$ cat src/rtl/core/cpbs_pkg.sv
// cpbs_pkg: shared types and constants for the complex power-by-squaring block.
// Used by cpbs_ctrl, cpbs_dp and complex_power_by_squaring. No dependencies.
package cpbs_pkg;

  localparam int DATA_W = 32;               // Q-format component width
  localparam int PROD_W = 2 * DATA_W;       // full product width
  localparam int SUM_W  = PROD_W + 2;       // sum/difference of two products, with margin

  localparam logic [DATA_W-1:0] SAT_MAX = {1'b0, {(DATA_W-1){1'b1}}};
  localparam logic [DATA_W-1:0] SAT_MIN = {1'b1, {(DATA_W-1){1'b0}}};

  typedef enum logic [2:0] {
    ST_IDLE,
    ST_SCAN,     // skip leading zero exponent bits
    ST_SQ_MUL,   // acc * acc partial products
    ST_SQ_SUM,   // combine, shift, saturate
    ST_BM_MUL,   // base * acc partial products
    ST_BM_SUM,
    ST_FINISH    // wait for the output register
  } state_e;

  typedef struct packed {
    logic load;       // capture input word, acc = 1.0
    logic shift;      // advance to next exponent bit
    logic take_base;  // acc = base
    logic mul_base;   // multiplier x operand is base instead of acc
    logic mul_go;     // register the four partial products
    logic sum_go;     // update acc from registered products
    logic load_out;   // copy acc and overflow to the output register
  } cmd_t;

  typedef struct packed {
    logic msb;        // current exponent bit
  } status_t;

endpackage

$ cat src/rtl/core/cpbs_ctrl.sv
// cpbs_ctrl: sequencer for square-and-multiply, bit counter and both handshakes.
// Commands cpbs_dp through cpbs_pkg::cmd_t; depends on cpbs_pkg.
module cpbs_ctrl import cpbs_pkg::*; #(
  parameter int EXP_BITS = 32
) (
  input  logic    clk_i,
  input  logic    rst_ni,
  input  logic    in_valid_i,
  output logic    in_stall_o,
  output logic    out_valid_o,
  input  logic    out_stall_i,
  input  status_t stat_i,
  output cmd_t    cmd_o
);

  localparam int CNT_W = $clog2(EXP_BITS + 1);

  state_e            state_q, state_d;
  logic [CNT_W-1:0]  cnt_q, cnt_d;
  logic              out_valid_q, out_valid_d;
  logic              cnt_last;
  logic              out_free;

  assign cnt_last    = (cnt_q == CNT_W'(1));
  assign out_free    = !out_valid_q || !out_stall_i;
  assign in_stall_o  = (state_q != ST_IDLE);
  assign out_valid_o = out_valid_q;

  always_ff @(posedge clk_i or negedge rst_ni) begin
    if (!rst_ni) begin
      state_q     <= ST_IDLE;
      cnt_q       <= '0;
      out_valid_q <= 1'b0;
    end else begin
      state_q     <= state_d;
      cnt_q       <= cnt_d;
      out_valid_q <= out_valid_d;
    end
  end

  always_comb begin
    state_d     = state_q;
    cnt_d       = cnt_q;
    cmd_o       = '0;
    out_valid_d = out_valid_q && out_stall_i;
    unique case (state_q)
      ST_IDLE: begin
        if (in_valid_i) begin
          cmd_o.load = 1'b1;
          cnt_d      = CNT_W'(EXP_BITS);
          state_d    = ST_SCAN;
        end
      end
      ST_SCAN: begin
        cmd_o.shift = 1'b1;
        cnt_d       = cnt_q - CNT_W'(1);
        if (stat_i.msb) begin
          cmd_o.take_base = 1'b1;
          state_d = cnt_last ? ST_FINISH : ST_SQ_MUL;
        end else if (cnt_last) begin
          state_d = ST_FINISH;
        end
      end
      ST_SQ_MUL: begin
        cmd_o.mul_go = 1'b1;
        state_d      = ST_SQ_SUM;
      end
      ST_SQ_SUM: begin
        cmd_o.sum_go = 1'b1;
        if (stat_i.msb) begin
          state_d = ST_BM_MUL;
        end else begin
          cmd_o.shift = 1'b1;
          cnt_d       = cnt_q - CNT_W'(1);
          state_d     = cnt_last ? ST_FINISH : ST_SQ_MUL;
        end
      end
      ST_BM_MUL: begin
        cmd_o.mul_go   = 1'b1;
        cmd_o.mul_base = 1'b1;
        state_d        = ST_BM_SUM;
      end
      ST_BM_SUM: begin
        cmd_o.sum_go = 1'b1;
        cmd_o.shift  = 1'b1;
        cnt_d        = cnt_q - CNT_W'(1);
        state_d      = cnt_last ? ST_FINISH : ST_SQ_MUL;
      end
      ST_FINISH: begin
        if (out_free) begin
          cmd_o.load_out = 1'b1;
          out_valid_d    = 1'b1;
          state_d        = ST_IDLE;
        end
      end
      default: begin
        state_d = ST_IDLE;
      end
    endcase
  end

  // the output register is only overwritten once its word has left
  a_out_no_overwrite: assert property (@(posedge clk_i) disable iff (!rst_ni)
    cmd_o.load_out |-> (!out_valid_q || !out_stall_i))
    else $error("output word overwritten while stalled");

  // bit counter never runs out while bits are still being processed
  a_cnt_live: assert property (@(posedge clk_i) disable iff (!rst_ni)
    (state_q == ST_SCAN || state_q == ST_SQ_MUL || state_q == ST_SQ_SUM ||
     state_q == ST_BM_MUL || state_q == ST_BM_SUM) |-> (cnt_q != '0))
    else $error("exponent bit counter underflow");

  // an accepted word always starts with a scan of the full exponent
  a_start: assert property (@(posedge clk_i) disable iff (!rst_ni)
    (in_valid_i && !in_stall_o) |=> (state_q == ST_SCAN &&
                                     cnt_q == CNT_W'(EXP_BITS)))
    else $error("item did not start scanning");

  // multiplier results are consumed in the very next cycle
  a_mul_sum: assert property (@(posedge clk_i) disable iff (!rst_ni)
    cmd_o.mul_go |=> cmd_o.sum_go)
    else $error("partial products not combined");

endmodule

$ cat config.mk
export PLATFORM = sky130hd
export DESIGN_NAME = cpbs_ctrl
export DESIGN_NICKNAME = d
export VERILOG_FILES = /design/src/rtl/core/cpbs_pkg.sv /design/src/rtl/core/cpbs_ctrl.sv
export SDC_FILE = /design/constraint.sdc
export NUM_CORES = 1
export LEC_CHECK = 0
export BUFFER_PORTS_ARGS = -buffer_cell sky130_fd_sc_hd__buf_2
export CAP_MARGIN = 40
export CORE_MARGIN = 3
export CORE_UTILIZATION = 30
export CTS_CLUSTER_SIZE = 10
export DETAILED_ROUTE_END_ITERATION = 12
export GPL_ROUTABILITY_DRIVEN = 0
export SLEW_MARGIN = 20
export SYNTH_ARGS = -nofsm -noshare
export SYNTH_HDL_FRONTEND = slang
export SYNTH_SLANG_ARGS = --single-unit
export TNS_END_PERCENT = 30
$ cat constraint.sdc
create_clock -name clk_i -period 3 [get_ports clk_i]
set_input_delay 0.6 -clock clk_i [delete_from_list [all_inputs] [get_ports clk_i]]
set_output_delay 0.6 -clock clk_i [all_outputs]
set_load 0.05 [all_outputs]
==> results.md, run 1 <==
- Status: completed
- CTS Buffer Depth: 2
- Clock Latency Late Sink: 260 ps
- WP data arrival: 1720 ps
- Sequential area share after synthesis: 37.0%
- Asr flop ratio synth: 100%
- ANT cells: 0
- #FFs+latches synth: 10
- Iter 0 DRT Violations: 13
- Fmax: 0.431 GHz
- Critical path capture point type: output port
- Minimum clock period: 2320 ps
- Num rows: 16
- Warnings, synthesis: 0
- Top FF cell, synth: dfrtp_1
- Worst-path maximum fanout: 14
- Layout overhead on the synthesized area: 15.7%
- Synth unique cells: 25
- Worst setup path class: reg -> out
- Mean Syn Cell Area: 8.55 µm²
- Die H: 53.5 µm
- Post-cts hold buffer count: 0
- Hold WS: 191 ps
- Die area: 0.00286 mm²
- HPWL Detailed: 1.01 mm
- Layout cell share with drive strength beyond 1: 22.8%
- Worst Skew: 0.188 ps
- Crit path launch type: flop
- DR vias: 588
- Root cell of the clock tree: clkbuf_4
- Via density: 4.94
- DRT Pass-1 Iters: 4
- Num CTS Buffers: 3
- Die width: 53.5 µm
- TritonCTS clock tree: done
- Ports: 14
- Via count of the first global-routing pass: 483
- Most frequent cell after synthesis: nand2_1
- Initial antenna violation count: 0
- Grt ovf: 0
- PortBufs: 13
- Final hold violation count: 0
- Total core area: 0.00204 mm²
- Max-slew headroom: 70.5%
- H-tree depth: 1
- First-pass GRT wire length: 2.11 mm
- RSZ-0062 raised after global routing: false
- Clock sinks: 10
- Tightest Pin Transition: 442 ps
- Critical path required time: 2400 ps
- Setup TNS: 0 ps
- Period utilization: 77.4%
- Initial Utilization: 33.1%
- Number of nets with antenna violations after routing: 0
- Post-DR wirelength/cell: 11.5 µm
- Number of synthesized flops with an enable pin: 0
- Syn_nets: 86
- Cell taking the most area after synthesis: dfrtp_1
- Largest cells by area after synthesis: dfrtp_1, nand2_1, nand2b_1, mux2i_1, a2111oi_2
- Setup violators final: 0
- Cells after Synth: 79
- Post-Syn Area: 676 µm²
- Final wirelength: 1.37 mm
- Slew Limit Fails: 0
- Max-Cap Viols: 0
- Top cell type's share of synthesized area: 37.0%
- Post-CTS Setup Bufs: 0
- CTS resizes: 0
- Largest net degree at the start of global routing: 16
- Worst-path clk slew: 60 ps
- Layout net count: 101
- Commonest cells post-synth: nand2_1, dfrtp_1, nand2b_1
- Residual DRC count: 0
- Total track usage: 10.5%
- Worst min path class: in -> async
worst max-delay path: stages, from the launching register on:
cell and delay, ps:
dfrtp_1 530, nor3_1 310, nand2_1 230, inv_1 120, buf_2 260
layer usage:
metal / track usage, % / wire length (µm) / up-vias / share of wire (%)
met5: 0 / 0 / - / 0
met4: 5.11 / 22 / 0 / 1.6
met3: 4.51 / 120 / 4 / 8.7
met2: 14.7 / 578 / 16 / 42
met1: 13.6 / 652 / 271 / 47
li1: - / - / 297 / -
placed cells by master (no fill, tap or decap):
master	count
mux2i_1	4
clkbuf_4	3
o21ai_1	2
ha_1	2
inv_1	6
o21ai_0	4
and2_1	1
a21boi_0	1
o21ai_2	1
nor3_1	3
nand2_1	12
o32ai_1	1
nor2_1	6
xnor2_1	1
or3_4	1
a21o_1	1
dfrtp_1	10
a311oi_2	1
nor2b_1	2
o21ba_1	1
nand2b_1	7
a21oi_1	4
o211a_1	1
nand3_1	2
buf_2	13
a2111oi_2	2
final cells by class:
type,count,area [µm²]
Timing Repair Buffer,13,65.1
Clock buffer,3,22.5
Multi-Input combinational cell,60,388
Sequential cell,10,250
Fill cell,221,1260
Tap cell,27,33.8
Inverter,6,22.5
stage by stage:
| stage | cell area (µm²) | util (%) | std cells | setup WS, ps |
|---|---|---|---|---|
| after floorplan | 676 | - | 79 | 711 |
| after global placement | 759 | 37.2 | 116 | 1050 |
| after detailed placement | 759 | 37.2 | 116 | 984 |
| after CTS | 782 | 38.3 | 119 | 682 |
| after global routing | 782 | 38.3 | 119 | 521 |
| final | 782 | 38.3 | 119 | 679 |
kinds of logic (layout without fill, tap and decap cells):
family          after synthesis  count (layout)  synth area share [%]
compound gates               19              19                  21.9
xor+xnor                      1               1                  1.30
fa+ha+maj                     2               2                  3.70
buf+inv                       9              22                  5.55
flops                        10              10                  37.0
mux                           4               4                  5.93
simple gates                 34              34                  24.6
registers in the layout, indices dropped and copies added, names as in the netlist:
register,count
cnt_q,6
state_q,3
out_valid_o,1
path summary, 6_finish.rpt:
check	start	to	slack [ps]	depth (start not counted)
worst max-delay path	state_q[0]$_DFFE_PN0P_	cmd_o[6]	680	4
worst max register to register	state_q[1]$_DFFE_PN0P_	cnt_q[3]$_DFFE_PN0P_	1320	4
worst min register to register	out_valid_o$_DFF_PN0_	out_valid_o$_DFF_PN0_	550	2
min in group clk_i	out_valid_o$_DFF_PN0_	out_valid_o$_DFF_PN0_	550	2
max in group asynchronous	rst_ni	cnt_q[3]$_DFFE_PN0P_	2610	1
worst min-delay path	rst_ni	state_q[0]$_DFFE_PN0P_	190	1
Power of run 1 is left out: the tool's default activity adds up to more than one toggle a clock period on the data nets, which glitch-free logic cannot reach.
==> run 2, diff against run 1 <==
==> constraint.sdc (replaced) <==
create_clock -name clk_i -period 2.4 [get_ports clk_i]
set_input_delay 0.48 -clock clk_i [delete_from_list [all_inputs] [get_ports clk_i]]
set_output_delay 0.48 -clock clk_i [all_outputs]
set_load 0.05 [all_outputs]
==> results.md, run 2 (same netlist as run 1, synthesis figures left out) <==
- Root cell of the clock tree: clkbuf_4
- RR Startpoint: state_q[1]$_DFFE_PN0P_
- HPWL Detailed: 1.05 mm
- Worst-path clk slew: 70 ps
- Num rows: 16
- Max FFs per register: 6
- Initial antenna violation count: 0
- Critical path required time: 1920 ps
- Layout cell share with drive strength beyond 1: 22.8%
- Total track usage: 11.4%
- CTS resizes: 0
- Residual DRC count: 0
- Die area: 0.00286 mm²
- Filler Cell Count: 226
- Status: completed
- Fmax: 0.462 GHz
- Top reg by flops: cnt_q
- Ports: 14
- Worst Skew: 8.00 ps
- Setup violators final: 0
- Tightest Pin Transition: 448 ps
- Worst-path maximum fanout: 14
- Commonest non-fill, non-tap cells in the layout: buf_2, nand2_1, dfrtp_1, nand2b_1
- H-tree depth: 1
- Worst min path class: in -> async
- Total core area: 0.00204 mm²
- Crit path launch type: flop
- Number of nets with antenna violations after routing: 0
- Layout overhead on the synthesized area: 15.7%
- Via density: 4.85
- Worst setup path class: reg -> out
- Minimum clock period: 2170 ps
- Most common cell after layout, fill and taps aside: buf_2
- Final wirelength: 1.35 mm
- Max-Cap Viols: 0
- ANT cells: 0
- Final WS setup: 233 ps
- Layout net count: 101
- Initial Utilization: 33.1%
- RSZ-0062 raised after global routing: false
- Via count of the first global-routing pass: 516
- Period utilization: 90.3%
- Post-cts hold buffer count: 0
- Final hold violation count: 0
- CTS Buffer Depth: 2
- Crit path from: state_q[0]$_DFFE_PN0P_
- Grt ovf: 0
- Post-CTS Setup Bufs: 0
- PortBufs: 13
- Setup TNS: 0 ps
- Die width: 53.5 µm
- Max-slew headroom: 70.1%
- First-pass GRT wire length: 2.34 mm
- DR vias: 577
- Clock sinks: 10
- Die H: 53.5 µm
- Num CTS Buffers: 3
- WP data arrival: 1690 ps
- Pre-CTS setup slack: 523 ps
- Clock Latency Late Sink: 270 ps
- Iter 0 DRT Violations: 9
- Critical path capture point type: output port
- DRT Pass-1 Iters: 4
- TritonCTS clock tree: done
- Slack of the worst reg-to-reg path: 730 ps
- Largest net degree at the start of global routing: 16
- Post-DR wirelength/cell: 11.3 µm
- Slew Limit Fails: 0
-- run 2: layer usage --
metal	vias up	global-route usage [%]	part of all wire, %
li1	299	-	-
met1	263	14.8	47
met2	15	17.6	44
met3	0	3.66	8.7
met4	0	3.83	0
met5	-	0	0
-- run 2: stage by stage --
stage | cells | util, % | hold WS [ps] | instance area [µm²]
after global routing | 119 | 38.3 | 74.7 | 782
final | 119 | 38.3 | 61.7 | 782
after detailed placement | 116 | 37.2 | 360 | 759
after floorplan | 79 | - | 184 | 676
after global placement | 116 | 37.2 | 362 | 759
after CTS | 119 | 38.3 | 69.5 | 782
-- run 2: layout make-up --
class	count	area, µm²	share of cell area (%)
clock buffer	3	22.5	2.88
multi-input combinational	60	388	49.6
tap	27	33.8	4.32
timing repair buffer	13	65.1	8.32
sequential	10	250	32.0
inverter	6	22.5	2.88
-- run 2: final timing paths --
path | to | cells after the start
max | cmd_o[6] | 4
max reg2reg | cnt_q[3]$_DFFE_PN0P_ | 4
max in group asynchronous | cnt_q[4]$_DFFE_PN0P_ | 1
min reg2reg | cnt_q[4]$_DFFE_PN0P_ | 2
min in group clk_i | out_valid_o$_DFF_PN0_ | 3
min | state_q[2]$_DFFE_PN0P_ | 1
-- run 2: worst max-delay path, cell delays in order (launching register included) --
cell and delay, ps:
dfrtp_1 530, nor3_1 290, nand2_1 220, inv_1 110
buf_2 260
Power of run 2 is left out for the same reason.
